<file path="config.mk">
export PLATFORM = sky130hd
export DESIGN_NAME = fifo_fair_mutex_core_flat
export DESIGN_NICKNAME = d
export VERILOG_FILES = /design/src/sv/ffm_pkg.sv /design/src/sv/ffm_if.sv /design/src/sv/fifo_fair_mutex_core.sv /design/src/sv/ffm_ram.sv /design/src/sv/ffm_ctrl.sv /design/src/sv/ffm_dp.sv /design/src/flat_wrapper.sv
export SDC_FILE = /design/constraint.sdc
export NUM_CORES = 1
export LEC_CHECK = 0
export BUFFER_PORTS_ARGS = -buffer_cell sky130_fd_sc_hd__clkbuf_2
export CAP_MARGIN = 20
export CORE_ASPECT_RATIO = 1.5
export CORE_UTILIZATION = 55
export DETAILED_ROUTE_END_ITERATION = 10
export PLACE_DENSITY = 0.75
export SETUP_SLACK_MARGIN = 0.05
export SLEW_MARGIN = 20
export SYNTH_ARGS = -nofsm -noshare
export SYNTH_HDL_FRONTEND = slang
export SYNTH_HIERARCHICAL = 1
export SYNTH_SLANG_ARGS = --single-unit
</file>
<file path="constraint.sdc">
create_clock -name clk -period 3.34 [get_ports clk]
set_input_delay 0 -clock clk [delete_from_list [all_inputs] [get_ports clk]]
set_output_delay 0 -clock clk [all_outputs]
set_load 0.01 [all_outputs]
</file>
<file path="src/sv/ffm_pkg.sv">
`timescale 1ns / 1ps

package ffm_pkg;

  // field widths of the channel words
  localparam int ActW    = 2;
  localparam int ReqW    = 8;
  localparam int StatW   = 3;
  localparam int ThreadW = 8;
  // widest thread id the core supports
  localparam int MaxIdW  = 16;

  typedef logic [ActW-1:0]  action_t;
  typedef logic [StatW-1:0] status_t;

  localparam action_t ActInit   = 2'd0;
  localparam action_t ActLock   = 2'd1;
  localparam action_t ActUnlock = 2'd2;

  localparam status_t StOk           = 3'd0;
  localparam status_t StQueued       = 3'd1;
  localparam status_t StNotInit      = 3'd2;
  localparam status_t StAlreadyOwner = 3'd3;
  localparam status_t StNotOwner     = 3'd4;
  localparam status_t StFull         = 3'd5;
  localparam status_t StAlreadyInit  = 3'd6;

  typedef enum logic [1:0] {
    CtlIdle,
    CtlExec,
    CtlFetch,
    CtlOut
  } ctl_state_t;

  typedef struct packed {
    logic load_in;  // capture the input word
    logic exec;     // apply the request to the lock state
    logic fetch;    // load the next owner from the queue memory
  } ffm_cmd_t;

  typedef struct packed {
    logic need_fetch;  // unlock hands the lock to a waiter
  } ffm_sts_t;

endpackage

</file>
<file path="src/sv/ffm_if.sv">
`timescale 1ns / 1ps

interface ffm_in_if;
  logic                       valid;
  logic                       ready;
  logic [ffm_pkg::ActW-1:0]   action;
  logic [ffm_pkg::ReqW-1:0]   requester;

  modport source (output valid, output action, output requester, input ready);
  modport sink (input valid, input action, input requester, output ready);
endinterface

interface ffm_out_if;
  logic                         valid;
  logic                         ready;
  logic [ffm_pkg::StatW-1:0]    status;
  logic                         grant_valid;
  logic [ffm_pkg::ThreadW-1:0]  grant_thread;

  modport source (output valid, output status, output grant_valid, output grant_thread,
                  input ready);
  modport sink (input valid, input status, input grant_valid, input grant_thread,
                output ready);
endinterface

</file>
<file path="src/sv/fifo_fair_mutex_core.sv">
// FIFO-fair mutex: one request word in, one result word out.
// Result valid in the Out state after Exec, or after Exec and Fetch when an unlock hands the lock to a waiter
// (Fetch is the registered read of the wait-queue memory).
// A new word is taken only in idle, after the previous result word has left; an output stall holds it.
// Reset (rst_n low, synchronous): uninitialized, free, queue empty; queue memory not cleared.
`timescale 1ns / 1ps

module fifo_fair_mutex_core #(
  parameter int QUEUE_DEPTH = 16,  // waiting slots, owner included (2..256)
  parameter int ID_BITS     = 8    // stored thread id width (2..16)
) (
  input  logic       clk,
  input  logic       rst_n,
  ffm_in_if.sink     in_chan,
  ffm_out_if.source  out_chan
);

  ffm_pkg::ffm_cmd_t cmd;
  ffm_pkg::ffm_sts_t sts;

  // Controller: idle -> exec -> (fetch) -> out. One word in flight at a time.
  ffm_ctrl u_ctrl (
    .clk       (clk),
    .rst_n     (rst_n),
    .in_valid  (in_chan.valid),
    .in_ready  (in_chan.ready),
    .out_valid (out_chan.valid),
    .out_ready (out_chan.ready),
    .sts       (sts),
    .cmd       (cmd)
  );

  // Datapath: lock flags, queue pointers, wait-queue RAM and result register.
  // The owner always sits at the queue head; an unlock pops it and the new
  // head becomes the owner.
  ffm_dp #(
    .QUEUE_DEPTH (QUEUE_DEPTH),
    .ID_BITS     (ID_BITS)
  ) u_dp (
    .clk              (clk),
    .rst_n            (rst_n),
    .cmd              (cmd),
    .sts              (sts),
    .in_action        (in_chan.action),
    .in_requester     (in_chan.requester),
    .out_status       (out_chan.status),
    .out_grant_valid  (out_chan.grant_valid),
    .out_grant_thread (out_chan.grant_thread)
  );

endmodule

</file>
<file path="src/sv/ffm_ram.sv">
`timescale 1ns / 1ps

module ffm_ram #(
  parameter int WIDTH = 8,
  parameter int DEPTH = 16
) (
  input  logic                     clk,
  input  logic                     we,
  input  logic [$clog2(DEPTH)-1:0] waddr,
  input  logic [WIDTH-1:0]         wdata,
  input  logic [$clog2(DEPTH)-1:0] raddr,
  output logic [WIDTH-1:0]         rdata
);

  logic [WIDTH-1:0] mem [DEPTH];

  always_ff @(posedge clk) begin
    if (we) begin
      mem[waddr] <= wdata;
    end
    rdata <= mem[raddr];
  end

endmodule

</file>
<file path="src/sv/ffm_ctrl.sv">
`timescale 1ns / 1ps

module ffm_ctrl (
  input  logic              clk,
  input  logic              rst_n,
  input  logic              in_valid,
  output logic              in_ready,
  output logic              out_valid,
  input  logic              out_ready,
  input  ffm_pkg::ffm_sts_t sts,
  output ffm_pkg::ffm_cmd_t cmd
);

  ffm_pkg::ctl_state_t state_r, state_nxt;

  always_ff @(posedge clk) begin
    if (!rst_n) begin
      state_r <= ffm_pkg::CtlIdle;
    end else begin
      state_r <= state_nxt;
    end
  end

  always_comb begin
    state_nxt = state_r;
    cmd       = '0;
    in_ready  = 1'b0;
    out_valid = 1'b0;
    case (state_r)
      ffm_pkg::CtlIdle: begin
        in_ready = 1'b1;
        if (in_valid) begin
          cmd.load_in = 1'b1;
          state_nxt   = ffm_pkg::CtlExec;
        end
      end
      ffm_pkg::CtlExec: begin
        cmd.exec  = 1'b1;
        state_nxt = sts.need_fetch ? ffm_pkg::CtlFetch : ffm_pkg::CtlOut;
      end
      ffm_pkg::CtlFetch: begin
        cmd.fetch = 1'b1;
        state_nxt = ffm_pkg::CtlOut;
      end
      ffm_pkg::CtlOut: begin
        out_valid = 1'b1;
        if (out_ready) begin
          state_nxt = ffm_pkg::CtlIdle;
        end
      end
      default: begin
        state_nxt = ffm_pkg::CtlIdle;
      end
    endcase
  end

endmodule

</file>
<file path="src/sv/ffm_dp.sv">
`timescale 1ns / 1ps

module ffm_dp #(
  parameter int QUEUE_DEPTH = 16,
  parameter int ID_BITS     = 8
) (
  input  logic                          clk,
  input  logic                          rst_n,
  input  ffm_pkg::ffm_cmd_t             cmd,
  output ffm_pkg::ffm_sts_t             sts,
  input  logic [ffm_pkg::ActW-1:0]      in_action,
  input  logic [ffm_pkg::ReqW-1:0]      in_requester,
  output logic [ffm_pkg::StatW-1:0]     out_status,
  output logic                          out_grant_valid,
  output logic [ffm_pkg::ThreadW-1:0]   out_grant_thread
);

  localparam int PtrW = $clog2(QUEUE_DEPTH);
  localparam int CntW = $clog2(QUEUE_DEPTH + 1);
  localparam int SumW = PtrW + 1;

  // captured request (payload)
  ffm_pkg::action_t    act_r;
  logic [ID_BITS-1:0]  req_r;

  // lock state
  logic                init_r, init_nxt;
  logic                held_r, held_nxt;
  logic [ID_BITS-1:0]  holder_r, holder_nxt;
  logic [PtrW-1:0]     head_r, head_nxt;
  logic [CntW-1:0]     count_r, count_nxt;

  // result word (payload)
  ffm_pkg::status_t           stat_r, stat_nxt;
  logic                       gvld_r, gvld_nxt;
  logic [ffm_pkg::ThreadW-1:0] gthr_r, gthr_nxt;

  logic [ffm_pkg::MaxIdW-1:0] req_ext, rd_ext;
  logic [ID_BITS-1:0]         req_id, ram_rdata;
  logic [SumW-1:0]            tail_sum, head_inc;
  logic [PtrW-1:0]            tail;
  logic [CntW-1:0]            count_dec;
  logic                       ram_we;

  // ids wider than the requester field are zero-extended, narrower ones masked
  assign req_ext = ffm_pkg::MaxIdW'(in_requester);
  assign req_id  = req_ext[ID_BITS-1:0];

  always_ff @(posedge clk) begin
    if (cmd.load_in) begin
      act_r <= ffm_pkg::action_t'(in_action);
      req_r <= req_id;
    end
  end

  // tail = (head + count) mod depth; the sum stays below twice the depth
  always_comb begin
    tail_sum = SumW'(head_r) + SumW'(count_r);
    if (tail_sum >= SumW'(QUEUE_DEPTH)) begin
      tail_sum = tail_sum - SumW'(QUEUE_DEPTH);
    end
    tail = tail_sum[PtrW-1:0];
  end

  always_comb begin
    head_inc = SumW'(head_r) + SumW'(1);
    if (head_inc == SumW'(QUEUE_DEPTH)) begin
      head_inc = '0;
    end
  end

  assign count_dec  = (count_r != '0) ? count_r - CntW'(1) : count_r;

  always_comb begin
    init_nxt       = init_r;
    held_nxt       = held_r;
    holder_nxt     = holder_r;
    head_nxt       = head_r;
    count_nxt      = count_r;
    stat_nxt       = ffm_pkg::StOk;
    gvld_nxt       = 1'b0;
    gthr_nxt       = '0;
    ram_we         = 1'b0;
    sts.need_fetch = 1'b0;
    case (act_r)
      ffm_pkg::ActInit: begin
        if (init_r) begin
          stat_nxt = ffm_pkg::StAlreadyInit;
        end else begin
          init_nxt   = 1'b1;
          held_nxt   = 1'b0;
          holder_nxt = '0;
          head_nxt   = '0;
          count_nxt  = '0;
        end
      end
      ffm_pkg::ActLock: begin
        if (!init_r) begin
          stat_nxt = ffm_pkg::StNotInit;
        end else if (held_r && holder_r == req_r) begin
          stat_nxt = ffm_pkg::StAlreadyOwner;
        end else if (count_r == CntW'(QUEUE_DEPTH)) begin
          stat_nxt = ffm_pkg::StFull;
        end else begin
          ram_we    = 1'b1;
          count_nxt = count_r + CntW'(1);
          if (!held_r) begin
            held_nxt   = 1'b1;
            holder_nxt = req_r;
            gvld_nxt   = 1'b1;
            gthr_nxt   = ffm_pkg::ThreadW'(ffm_pkg::MaxIdW'(req_r));
          end else begin
            stat_nxt = ffm_pkg::StQueued;
          end
        end
      end
      ffm_pkg::ActUnlock: begin
        if (!init_r) begin
          stat_nxt = ffm_pkg::StNotInit;
        end else if (holder_r != req_r) begin
          stat_nxt = ffm_pkg::StNotOwner;
        end else if (held_r) begin
          if (count_r != '0) begin
            head_nxt  = head_inc[PtrW-1:0];
            count_nxt = count_dec;
          end
          if (count_dec != '0) begin
            // next owner comes out of the memory in the following Fetch state
            gvld_nxt       = 1'b1;
            sts.need_fetch = 1'b1;
          end else begin
            held_nxt   = 1'b0;
            holder_nxt = '0;
          end
        end
      end
      default: begin
        stat_nxt = ffm_pkg::StOk;
      end
    endcase
  end

  ffm_ram #(
    .WIDTH (ID_BITS),
    .DEPTH (QUEUE_DEPTH)
  ) u_queue (
    .clk   (clk),
    .we    (cmd.exec && ram_we),
    .waddr (tail),
    .wdata (req_r),
    .raddr (head_nxt),
    .rdata (ram_rdata)
  );

  assign rd_ext = ffm_pkg::MaxIdW'(ram_rdata);

  always_ff @(posedge clk) begin
    if (!rst_n) begin
      init_r   <= 1'b0;
      held_r   <= 1'b0;
      holder_r <= '0;
      head_r   <= '0;
      count_r  <= '0;
    end else if (cmd.exec) begin
      init_r   <= init_nxt;
      held_r   <= held_nxt;
      holder_r <= holder_nxt;
      head_r   <= head_nxt;
      count_r  <= count_nxt;
    end else if (cmd.fetch) begin
      holder_r <= ram_rdata;
    end
  end

  always_ff @(posedge clk) begin
    if (cmd.exec) begin
      stat_r <= stat_nxt;
      gvld_r <= gvld_nxt;
      gthr_r <= gthr_nxt;
    end else if (cmd.fetch) begin
      gthr_r <= rd_ext[ffm_pkg::ThreadW-1:0];
    end
  end

  assign out_status       = stat_r;
  assign out_grant_valid  = gvld_r;
  assign out_grant_thread = gthr_r;

endmodule
</file>
<file path="src/flat_wrapper.sv">
// flat-port wrapper written by rule: the top's interface ports become plain ports
module fifo_fair_mutex_core_flat 
#(
  parameter int QUEUE_DEPTH = 16,                                           
  parameter int ID_BITS     = 8                                     
)
  (clk, rst_n, in_chan_valid, in_chan_action, in_chan_requester, in_chan_ready, out_chan_valid, out_chan_status, out_chan_grant_valid, out_chan_grant_thread, out_chan_ready);
  ffm_in_if in_chan_i ();
  ffm_out_if out_chan_i ();
  input  logic clk;
  input  logic rst_n;
  input wire logic [$bits(in_chan_i.valid)-1:0] in_chan_valid;
  input wire logic [$bits(in_chan_i.action)-1:0] in_chan_action;
  input wire logic [$bits(in_chan_i.requester)-1:0] in_chan_requester;
  output wire logic [$bits(in_chan_i.ready)-1:0] in_chan_ready;
  output wire logic [$bits(out_chan_i.valid)-1:0] out_chan_valid;
  output wire logic [$bits(out_chan_i.status)-1:0] out_chan_status;
  output wire logic [$bits(out_chan_i.grant_valid)-1:0] out_chan_grant_valid;
  output wire logic [$bits(out_chan_i.grant_thread)-1:0] out_chan_grant_thread;
  input wire logic [$bits(out_chan_i.ready)-1:0] out_chan_ready;
  assign in_chan_i.valid = in_chan_valid;
  assign in_chan_i.action = in_chan_action;
  assign in_chan_i.requester = in_chan_requester;
  assign in_chan_ready = in_chan_i.ready;
  assign out_chan_valid = out_chan_i.valid;
  assign out_chan_status = out_chan_i.status;
  assign out_chan_grant_valid = out_chan_i.grant_valid;
  assign out_chan_grant_thread = out_chan_i.grant_thread;
  assign out_chan_i.ready = out_chan_ready;
  fifo_fair_mutex_core #(.QUEUE_DEPTH(QUEUE_DEPTH), .ID_BITS(ID_BITS)) u_core (.clk(clk), .rst_n(rst_n), .in_chan(in_chan_i), .out_chan(out_chan_i));
endmodule
</file>
After elaboration in Yosys (flattened, before gate mapping)
Memory sizes are Yosys's and may differ from the RTL's. A register that Yosys moved wholly into a read port is not among the register bits.
Cells that the tools add are included.
- register bits: 43
- memory bits (writable): 128
- input bits: 14
- output and inout bits: 14
- logic and storage cells: 137
- memories kept: 1
- memories (memory ; words ; bits a word ; rd ports ; clocked after Yosys merged registers in ; wr ports ; RTL line ; source):
    u_core.u_dp.u_queue.mem ; 16 ; 8 ; 1 ; 1 ; 1 ; ffm_ram.sv:15 ; logic [WIDTH-1:0] mem [DEPTH];
- add/sub/neg operators: 5
- order comparisons: 1
- equality and inequality tests: 29
- muxes and demuxes: 77
- reduce and logical (&&, ||, !) cells: 13
- operator list (kind ; count):
    2-to-1 mux 8 bit ; 17
    2-to-1 mux 5 bit ; 9
    2-to-1 mux 1 bit ; 29
    2-to-1 mux 4 bit ; 7
    inequality test 3 bit (second input constant) ; 9
    one-hot mux 8 bit (3 select lines) ; 1
    inequality test 2 bit (second input constant) ; 10
    2-to-1 mux 3 bit ; 6
    one-hot mux 5 bit (3 select lines) ; 1
    AND reduction 11 bit ; 1
    equality test 5 bit (second input constant) ; 2
    AND reduction 10 bit ; 1
    nonzero test 5 bit ; 2
    one-hot mux 3 bit (3 select lines) ; 1
    equality test 8 bit ; 1
    inequality test 8 bit ; 1
    one-hot mux 2 bit (4 select lines) ; 1
    one-hot mux 4 bit (2 select lines) ; 1
    AND reduction 8 bit ; 1
    equality test 2 bit (second input constant) ; 3
    adder 4 x 1 -> 5 bit (second input constant) ; 1
    adder 4 x 5 -> 5 bit ; 1
    adder 5 x 1 -> 5 bit (second input constant) ; 1
    >= comparator 5 bit (second input constant) ; 1
    12 further kinds ; 17

Logic depth before layout (Yosys ltp)
Gate-level depths: netlist of the first run.
- depth in word-level cells: 10
- depth in mapped cells: 12
- gate-level depth less buffers: 10

Cells and area by module
Netlist of the first run, hierarchy kept.
- by module, submodules not included (module ; times used ; cells each ; area each (sq um) ; sequential area each (sq um)):
    ffm_ram ; 1 ; 229 ; 5147.4 ; 4003.8
    ffm_dp ; 1 ; 257 ; 2461.1 ; 1041.0
    ffm_ctrl ; 1 ; 19 ; 167.7 ; 40.0

Worst setup path after synthesis of the first run
OpenSTA, ideal clock, no wires.
- path kind: register -> register
- start point: register u_core.u_ctrl.state_r[1]
- end point: memory u_core.u_dp.u_queue.mem[0][0] (enable)
- arrival: 2.785 ns
- data required time: 2.957 ns
- path slack: 0.172 ns
- cell stages (with the launch flop): 10
- path buffers: 2
- path through: dfxtp_1 inv_1 ha_1 clkbuf_1 and2_1 clkbuf_1 nand2_1 nor3_1 or3b_2 nor3_1
- RTL lines (item ; RTL line ; source):
    from (decl) ; ffm_ctrl.sv:14 ; ffm_pkg::ctl_state_t state_r, state_nxt;
    from (signal assigned) ; ffm_ctrl.sv:18 ; state_r <= ffm_pkg::CtlIdle;
    from (signal assigned) ; ffm_ctrl.sv:20 ; state_r <= state_nxt;
    to (decl) ; ffm_ram.sv:15 ;

Worst setup path after layout of the first run
- start point: register u_core.u_dp.req_r[4]
- end point: register u_core.u_dp.u_queue.rdata[2], read port of u_core.u_dp.u_queue.mem
- word-level cells in the longest chain between the ends: 4
- RTL lines (item ; RTL line ; source):
    from (decl) ; ffm_dp.sv:24 ; logic [ID_BITS-1:0] req_r;
    from (signal assigned) ; ffm_dp.sv:52 ; req_r <= req_id;
    inequality test 8 bit ; ffm_dp.sv:120 ; end else if (holder_r != req_r) begin
    2-to-1 mux 4 bit ; ffm_dp.sv:120 ;
    2-to-1 mux 4 bit ; ffm_dp.sv:118 ; if (!init_r) begin
    one-hot mux 4 bit (2 select lines) ; ffm_dp.sv:85 ; case (act_r)
    via u_core.u_dp.head_nxt[0] ; ffm_dp.sv:30 ; logic [PtrW-1:0] head_r, head_nxt;
    to (decl) ; ffm_ram.sv:12 ; output logic [WIDTH-1:0] rdata
The timed path passes the listed nets, and every way through them passes these cells.
A chain may end at the register's enable or synchronous reset.

==> out/metrics.cfg, run 1 <==
[yosys]
netlist_instances = 505
ys_seq_area_share_pct = 65.4
synth_area_leaders = edfxtp_1 (58%), dfxtp_1 (7.5%), mux4_2 (5.2%)
synth_top_area_cell = edfxtp_1
syn_nets = 534
ys_types = 61
ys_seq_elements = 179
async_reset_ff_share_pct = 0
postSynthAreaPerCell_um2 = 15.4
syn_area_um2 = 7780
synth_top_area_share_pct = 57.9
yosysWarningCount = 6
synth_edf_count = 150
synth_ff_type = edfxtp_1

[critical_path]
cp-start-kind = flop
slowest_delay_ns = 0.52
worst-r2r-cell-count = 11
crit_type = reg2reg
rr_endpoint = u_core/u_dp/u_queue/rdata[2]$_DFF_P_
crit_path_frequent_cell = nand2_1
crit_arrival_ns = 3.47
path_cells = xor2_1 > nor4_2 > and3_4 > and3_1 > nand2_1 > mux2i_4 > buf_4 > clkbuf_16 > mux4_2 > a22oi_1 > nand2_1
required_ns = 3.63
reg2reg_slack_ns = 0.16
crit_path_end_kind = flop
critPathMaxFanout = 13
critPathSlowestCell = mux4_2
rr_startpoint = u_core/u_dp/req_r[4]$_DFFE_PP_

[clock_network]
cts.sinks = 179
htree_levels = 4
cts_buffers = 17
cts_tree = yes
insertion_delay_ns = 0.42
cts_buffer_depth = 2
cts_root_buffer = clkbuf_16
clk_pin_slew_ns = 0.07

[timing]
slew_headroom_pct = 57.7
rsz0062_at_grt = no
skew_ns = 0.00881
min_period_ns = 3.18
setup-tns-final_ns = 0
tightest_slew_ns = 0.634
worst_slack_ns = 0.159
setup_viol = 0
drv_slew = 0
fin_crit_sh_pct = 95.2
fmax_mhz = 314
hold-worst-slack_ns = 0.0583
hold_violations = 0

[finish]
syn2layout_area_growth_pct = 17.4
final_util_pct = 66.8
drive_gt1_share_pct = 23.3
final_area_um2 = 9130
instances_no_fill = 755
diodes = 0
nets = 610
nFillCells = 897

[min_path]
min_from = rst_n
hold_end = u_core/u_dp/head_r[2]$_SDFFE_PN0P_
hold_class = in2reg
whs_path_depth = 2

[floorplan]
fp.dieW_um = 99.1
num_rows = 52
core_um2 = 13700
die_h_um = 148
die_area_um2 = 14600
initial_utilization_pct = 56.9
ios = 28

[pwr]
p_leak_nw = 3.23
p_sw_mw = 1.64
power_density_nw_per_um2 = 654
clkPwrFrac_pct = 35.0
p_comb_share_pct = 17.9
power.total_mw = 5.97
power_frac_seq_pct = 47.0
intPower_mw = 4.33
swShare_pct = 27.5
max-vdd-ir-drop_v = 0.000432

[detailed_routing]
wire_per_inst_um = 24.0
via_per_inst = 6.35
antenna_left = 0
dr.pass1.iters = 5
route.vias.total = 4793
drc = 0
totalWireLength_mm = 18.1
drtIter0Drc = 414

[grt]
grt_pass1_vias = 5000
grt_max_degree = 33
grt_first_pass_wirelength_mm = 27.5
overflow = 0
antenna_found_initial = 0
track_usage_pct = 26.1

[status]
outcome = finished, final reports clean

[placement]
port_buffers = 27
place_hpwl_mm = 12.0
post-place-ws_ns = 0.0150
globalplace.congestion = 0.920
placed_cells = 710
dpl_cell_area_um2 = 8320

[flow_run]
maxCapViolations = 0

power by group through the flow:
stage | logic, mW | clock network (mW) | registers, mW
4_1_cts | 1.04 | 2.11 | 2.81
5_1_grt | 1.14 | 2.20 | 2.82
2_1_floorplan | 0.544 | 0 | 2.91
3_5_place_dp | 1.01 | 0 | 2.85
6_report | 1.07 | 2.09 | 2.81
3_3_place_gp | 0.970 | 0 | 2.84
registers in the layout, summed over array words and instances, names as in the netlist:
signal                        count
u_core/u_dp/out_grant_valid       1
u_core/u_dp/u_queue/mem         128
u_core/u_dp/head_r                4
u_core/u_ctrl/state_r             2
u_core/u_dp/out_status            3
u_core/u_dp/held_r                1
u_core/u_dp/req_r                 8
u_core/u_dp/out_grant_thread      8
u_core/u_dp/count_r               5
u_core/u_dp/u_queue/rdata         8
u_core/u_dp/init_r                1
u_core/u_dp/holder_r              8
u_core/u_dp/act_r                 2
Yosys cell counts, types with 3 or more instances:
| master | count |
|---|---|
| nor2_1 | 28 |
| edfxtp_1 | 150 |
| ha_1 | 14 |
| a22oi_1 | 17 |
| nand2_1 | 25 |
| mux4_2 | 18 |
| dfxtp_1 | 29 |
| o21ai_0 | 5 |
| and2_1 | 6 |
| mux4_1 | 14 |
| nor2b_1 | 13 |
| a21o_1 | 9 |
| and3_1 | 4 |
| buf_6 | 4 |
| nand4_1 | 6 |
| nand3b_1 | 3 |
| xor2_1 | 10 |
| nand2b_1 | 4 |
| nor4_1 | 6 |
| a21oi_1 | 22 |
| clkdlybuf4s25_2 | 3 |
| nand3_1 | 11 |
| or3_1 | 3 |
| buf_2 | 5 |
| mux2i_1 | 8 |
| nor3_1 | 9 |
| inv_1 | 15 |
| clkbuf_1 | 13 |
| a221oi_1 | 8 |
worst max-delay path by stage:
| stage | from | endpoint | cells after the start |
|---|---|---|---|
| after floorplan | u_core/u_ctrl/state_r[1]$_SDFFE_PN0P_ | u_core/u_dp/u_queue/mem[0][0]$_DFFE_PP_ | 9 |
| after global placement | u_core/u_dp/req_r[3]$_DFFE_PP_ | u_core/u_dp/u_queue/rdata[5]$_DFF_P_ | 11 |
| after detailed placement | u_core/u_dp/req_r[7]$_DFFE_PP_ | u_core/u_dp/u_queue/rdata[5]$_DFF_P_ | 11 |
| after CTS | u_core/u_dp/req_r[7]$_DFFE_PP_ | u_core/u_dp/u_queue/rdata[5]$_DFF_P_ | 11 |
| after global routing | u_core/u_dp/count_r[1]$_SDFFE_PN0P_ | u_core/u_dp/u_queue/rdata[3]$_DFF_P_ | 10 |
| final | u_core/u_dp/req_r[4]$_DFFE_PP_ | u_core/u_dp/u_queue/rdata[2]$_DFF_P_ | 11 |
final cells by class:
cell class | instances | area (um2) | share of cell area, %
Inverter | 15 | 56.3 | 0.617
Sequential cell | 179 | 5080 | 55.7
Clock buffer | 17 | 425 | 4.66
Tap cell | 162 | 203 | 2.22
Clock inverter | 14 | 203 | 2.22
Multi-Input combinational cell | 283 | 2510 | 27.5
Timing Repair Buffer | 85 | 643 | 7.04
cell families (layout without fill, tap and decap cells):
logic type      after synthesis  in the layout  share of synthesized area [%]
flops                       179            179                           65.4
xor+xnor                     12             12                           1.35
buf+inv                      43            131                           2.88
fa+ha+maj                    15             15                           2.51
mux                          40             40                           11.0
compound gates               85             85                           7.84
simple gates                131            131                           9.06
worst max-delay path: cells and delay by family, from the launching register on:
| family | cells | cell delay (ns) |
|---|---|---|
| simple gates | 5 | 1.06 |
| mux | 2 | 0.72 |
| flops | 1 | 0.42 |
| buf+inv | 2 | 0.35 |
| compound gates | 1 | 0.33 |
| xor+xnor | 1 | 0.17 |
per-layer routing:
metal	wire length, um	vias to the layer above	part of all wire [%]	global-route usage, %
li1	-	2146	-	-
met1	6560	2387	36	28.9
met2	9730	205	54	46.7
met3	893	55	4.9	3.92
met4	941	0	5.2	16.7
met5	0	-	0	0
repair_timing:
item	4_1_cts	5_1_grt
pin swaps	0	1
hold buffers	12	0
resized for setup	3	4
cloned	0	1
endpoints found under the setup margin	4	7
buffers inserted	0	1
hold endpoints to repair	11	0
layout by cell type, fill, tap and decap left out, types with 7 or more instances in the layout:
| cell | count |
|---|---|
| nand3_1 | 11 |
| clkbuf_16 | 18 |
| ha_1 | 14 |
| nor3_1 | 9 |
| a21o_1 | 9 |
| mux4_1 | 14 |
| dlygate4sd3_1 | 12 |
| a221oi_1 | 8 |
| nor2b_1 | 12 |
| a22oi_1 | 15 |
| xor2_1 | 10 |
| inv_1 | 15 |
| clkbuf_2 | 27 |
| nand2_1 | 25 |
| mux4_2 | 18 |
| a21oi_1 | 22 |
| buf_4 | 43 |
| mux2i_1 | 7 |
| edfxtp_1 | 150 |
| dfxtp_1 | 29 |
| nor2_1 | 28 |
(Power assumes the default switching activity.)
==> run 2: changes to the inputs <==
--- a/config.mk
+++ b/config.mk
@@ -11,6 +11,7 @@
 export CORE_UTILIZATION = 55
 export DETAILED_ROUTE_END_ITERATION = 10
 export PLACE_DENSITY = 0.75
+export RECOVER_POWER = 25
 export SETUP_SLACK_MARGIN = 0.05
 export SLEW_MARGIN = 20
 export SYNTH_ARGS = -nofsm -noshare
==> out/metrics.cfg, run 2 (synthesized netlist as in run 1, its figures left out) <==
[clock_network]
cts_root_buffer = clkbuf_16
htree_levels = 4
cts_buffer_depth = 2
insertion_delay_ns = 0.42
cts_buffers = 17
cts_tree = yes
clk_pin_slew_ns = 0.07
cts.sinks = 179

[critical_path]
cp-start-kind = flop
reg2reg_slack_ns = 0.16
crit_path_end_kind = flop
rr_startpoint = u_core/u_dp/req_r[4]$_DFFE_PP_
crit_type = reg2reg
rr_endpoint = u_core/u_dp/u_queue/rdata[2]$_DFF_P_
slowest_delay_ns = 0.52
crit_arrival_ns = 3.47
required_ns = 3.63
critPathSlowestCell = mux4_2
crit_path_frequent_cell = nand2_1
path_cells = xor2_1 > nor4_2 > and3_4 > and3_1 > nand2_1 > mux2i_4 > buf_4 > clkbuf_16 > mux4_2 > a22oi_1 > nand2_1
worst-r2r-cell-count = 11
critPathMaxFanout = 13

[grt]
grt_max_degree = 33
track_usage_pct = 26.1
use_met2_pct = 46.7
grt_first_pass_wirelength_mm = 27.5
antenna_found_initial = 0
grt_pass1_vias = 5000
overflow = 0
groute.layer.met3.usage_pct = 3.92
gr-max-usage-layer = met2
use_met1_pct = 28.9

[timing]
hold_violations = 0
drv_slew = 0
setup-tns-final_ns = 0
rsz0062_at_grt = no
fin_crit_sh_pct = 95.3
fmax_mhz = 314
hold-worst-slack_ns = 0.0592
worst_slack_ns = 0.158
skew_ns = 0.00922
slew_headroom_pct = 38.0
tightest_slew_ns = 0.930
min_period_ns = 3.18
setup_viol = 0

[pwr]
p_sw_mw = 1.65
power_frac_seq_pct = 47.1
p_comb_share_pct = 17.8
swShare_pct = 27.6
p_leak_nw = 3.20
clkPwrFrac_pct = 35.1
max-vdd-ir-drop_v = 0.000432
intPower_mw = 4.32
power.total_mw = 5.97
power_density_nw_per_um2 = 655

[floorplan]
core_um2 = 13700
ios = 28
fp.dieW_um = 99.1
num_rows = 52
die_h_um = 148
initial_utilization_pct = 56.9
die_area_um2 = 14600

[flow_run]
maxCapViolations = 0

[detailed_routing]
dr.pass1.iters = 6
drtIter0Drc = 420
totalWireLength_mm = 18.2
antenna_left = 0
drc = 0
via_per_inst = 6.38
route.vias.total = 4820
wire_per_inst_um = 24.1

[min_path]
hold_class = in2reg
whs_path_depth = 2
min_from = rst_n
hold_end = u_core/u_dp/head_r[2]$_SDFFE_PN0P_

[finish]
syn2layout_area_growth_pct = 17.1
layout_common_cells = edfxtp_1 (150), buf_4 (38), dfxtp_1 (29), nor2_1 (28), nand2_1 (25)
largest_register = u_core/u_dp/u_queue/mem
largest_reg_flops = 128
final_area_um2 = 9110
layout_commonest_cell = edfxtp_1
diodes = 0
nets = 610
drive_gt1_share_pct = 21.9

[placement]
post-place-ws_ns = 0.0150
dpl_cell_area_um2 = 8320
globalplace.congestion = 0.920
place_hpwl_mm = 12.0
port_buffers = 27

[status]
outcome = finished, final reports clean

run 2: worst max path at each step:
stage / startpoint / endpoint / slack [ns] / cells past startpoint
2_1_floorplan: u_core/u_ctrl/state_r[1]$_SDFFE_PN0P_ / u_core/u_dp/u_queue/mem[0][0]$_DFFE_PP_ / 0.17 / 9
3_3_place_gp: u_core/u_dp/req_r[3]$_DFFE_PP_ / u_core/u_dp/u_queue/rdata[5]$_DFF_P_ / 0.1 / 11
3_5_place_dp: u_core/u_dp/req_r[7]$_DFFE_PP_ / u_core/u_dp/u_queue/rdata[5]$_DFF_P_ / 0.02 / 11
4_1_cts: u_core/u_dp/req_r[7]$_DFFE_PP_ / u_core/u_dp/u_queue/rdata[5]$_DFF_P_ / 0.05 / 11
5_1_grt: u_core/u_dp/count_r[1]$_SDFFE_PN0P_ / u_core/u_dp/u_queue/rdata[3]$_DFF_P_ / 0.06 / 10
6_report: u_core/u_dp/req_r[4]$_DFFE_PP_ / u_core/u_dp/u_queue/rdata[2]$_DFF_P_ / 0.16 / 11
run 2: area by class of cell:
| class | count | area (um2) |
|---|---|---|
| timing repair buffer | 85 | 621 |
| clock inverter | 14 | 203 |
| clock buffer | 17 | 425 |
| sequential | 179 | 5080 |
| tap | 162 | 203 |
| inverter | 15 | 56.3 |
| multi-input combinational | 283 | 2510 |
| fill | 907 | 4560 |
run 2: power groups by stage:
stage / clock network, mW / logic [mW] / registers, mW
after detailed placement: 0 / 1.01 / 2.85
after floorplan: 0 / 0.544 / 2.91
final: 2.09 / 1.06 / 2.81
after global routing: 2.20 / 1.12 / 2.82
after CTS: 2.11 / 1.04 / 2.81
after global placement: 0 / 0.970 / 2.84
run 2: worst max-delay path, delay by kind of cell, from the launching register on:
family,cells,cell delay (ns)
buf+inv,2,0.35
flops,1,0.42
simple gates,5,1.06
xor+xnor,1,0.17
mux,2,0.72
compound gates,1,0.33
run 2: stage by stage:
| stage | instances | utilization (%) |
|---|---|---|
| CTS | 753 | 66.4 |
| detailed placement | 710 | 60.9 |
| global route | 755 | 66.6 |
| global placement | 710 | 60.9 |
| floorplan | 505 | - |
| finish | 755 | 66.6 |
run 2: repair_timing:
action / in CTS / in global routing
buffers inserted: 0 / 1
gates resized for setup: 3 / 4
pin swaps: 0 / 1
hold buffers: 12 / 0
endpoints found under the setup margin: 4 / 7
gates cloned: 0 / 1
endpoints found under the hold margin: 11 / 0
run 2: routing by layer:
layer | part of all wire (%) | up-vias
met5 | 0 | -
met4 | 5.2 | 0
met3 | 4.9 | 55
met2 | 54 | 203
met1 | 36 | 2417
li1 | - | 2145
==> run 3: changes to the inputs <==
--- a/config.mk
+++ b/config.mk
@@ -10,7 +10,7 @@
 export CORE_ASPECT_RATIO = 1.5
 export CORE_UTILIZATION = 55
 export DETAILED_ROUTE_END_ITERATION = 10
-export PLACE_DENSITY = 0.75
+export PLACE_DENSITY = 0.87
 export RECOVER_POWER = 25
 export SETUP_SLACK_MARGIN = 0.05
 export SLEW_MARGIN = 20
==> out/metrics.cfg, run 3 (synthesized netlist as in run 1, its figures left out) <==
[clock_network]
cts_buffer_depth = 2
cts.sinks = 179
htree_levels = 4
cts_buffers = 17
clk_pin_slew_ns = 0.07
insertion_delay_ns = 0.42
cts_tree = yes
cts_root_buffer = clkbuf_16

[timing]
worst_slack_ns = 0.109
tightest_slew_ns = 1.02
hold_violations = 0
drv_slew = 0
min_period_ns = 3.23
fin_crit_sh_pct = 96.7
setup_viol = 0
hold-worst-slack_ns = 0.0965
setup-tns-final_ns = 0
fmax_mhz = 310
slew_headroom_pct = 31.5
skew_ns = 0.0117

[finish]
largest_register = u_core/u_dp/u_queue/mem
largest_reg_flops = 128
layout_common_cells = edfxtp_1 (150), buf_4 (31), dfxtp_1 (29), nor2_1 (28), clkbuf_2 (26)
syn2layout_area_growth_pct = 15.9
final_util_pct = 66.0
layout_commonest_cell = edfxtp_1
instances_no_fill = 749
nets = 604
final_area_um2 = 9010
diodes = 0
drive_gt1_share_pct = 21.3

[pwr]
p_leak_nw = 3.16
max-vdd-ir-drop_v = 0.000563
power.total_mw = 5.82
power_density_nw_per_um2 = 646

[placement]
post-place-ws_ns = -0.117
dpl_cell_area_um2 = 8270
place_hpwl_mm = 11.7
placed_cells = 704
globalplace.congestion = 0.939
port_buffers = 27

[floorplan]
ios = 28
core_um2 = 13700
initial_utilization_pct = 56.9
fp.dieW_um = 99.1
die_area_um2 = 14600
num_rows = 52
die_h_um = 148

[min_path]
hold_class = in2reg

[detailed_routing]
dr.pass1.iters = 5
drtIter0Drc = 389
antenna_left = 0
wire_per_inst_um = 24.7
totalWireLength_mm = 18.5
via_per_inst = 6.56
drc = 0
route.vias.total = 4913

[critical_path]
required_ns = 3.64
crit_arrival_ns = 3.53
cp-start-kind = flop
critPathSlowestCell = mux4_2
crit_path_frequent_cell = nand2_1
critPathMaxFanout = 13
crit_path_end_kind = flop
path_cells = xor2_1 > nor4_1 > and3_4 > and3_1 > nand2_1 > mux2i_4 > buf_12 > buf_4 > mux4_2 > a22oi_2 > nand2_1
slowest_delay_ns = 0.54
crit_type = reg2reg

[grt]
grt_pass1_vias = 4866
track_usage_pct = 26.6
overflow = 0
grt_max_degree = 33
grt_first_pass_wirelength_mm = 27.9
antenna_found_initial = 0

[flow_run]
maxCapViolations = 0

[status]
outcome = finished, final reports clean

==> run 3: cell count changes in the layout (fill, tap and decap cells not counted), sizes merged <==
cell      before  now
buf           40   33
bufinv         4    2
clkbuf        50   54
clkinv         4    5
inv           19   18
clkinvlp       2    1
==> run 3: path summary, 6_finish.rpt <==
path,start,endpoint,slack (ns),depth (start not counted)
hold reg to reg,u_core/u_dp/count_r[4]$_SDFFE_PN0P_,u_core/u_dp/count_r[4]$_SDFFE_PN0P_,0.54,2
hold / removal,rst_n,u_core/u_dp/head_r[2]$_SDFFE_PN0P_,0.1,2
setup reg to reg,u_core/u_dp/req_r[7]$_DFFE_PP_,u_core/u_dp/u_queue/rdata[3]$_DFF_P_,0.11,11
setup / recovery,u_core/u_dp/req_r[7]$_DFFE_PP_,u_core/u_dp/u_queue/rdata[3]$_DFF_P_,0.11,11
==> run 3: final cells by class <==
type | instances | area [um2]
flip-flops and latches | 179 | 5080
clock inverters | 11 | 126
multi-input cells | 283 | 2510
fillers | 886 | 4650
clock buffers | 20 | 457
well taps | 162 | 203
repair buffers | 79 | 574
inverters | 15 | 56.3
==> run 3: power breakdown <==
group	switching (mW)	internal (mW)
Sequential	0.0920	2.71
Clock	0.811	1.14
Combinational	0.716	0.349
==> run 3: what timing repair did <==
item,CTS,global route
hold buffers,12,0
endpoints found under the hold margin,11,0
buffers inserted,0,1
resized for setup,5,2
endpoints found under the setup margin,6,7
pin swaps,0,1
cloned,0,1
==> run 3: layer usage <==
layer	wire, um	GRT usage, %	part of all wire, %	up-vias
li1	-	-	-	2129
met1	6540	30.5	35	2466
met2	9980	47.3	54	263
met3	1160	4.59	6.3	55
met4	786	14.0	4.3	0
met5	0	0	0	-
==> run 3: worst max-delay path, delay by kind of cell, from the launching register on <==
kind	cells	cell delay, ns
buffers and inverters	2	0.41
multiplexers	2	0.74
flip-flops	1	0.41
AND/OR/NAND/NOR	5	1.11
XOR/XNOR	1	0.17
AO/OA/AOI/OAI	1	0.25
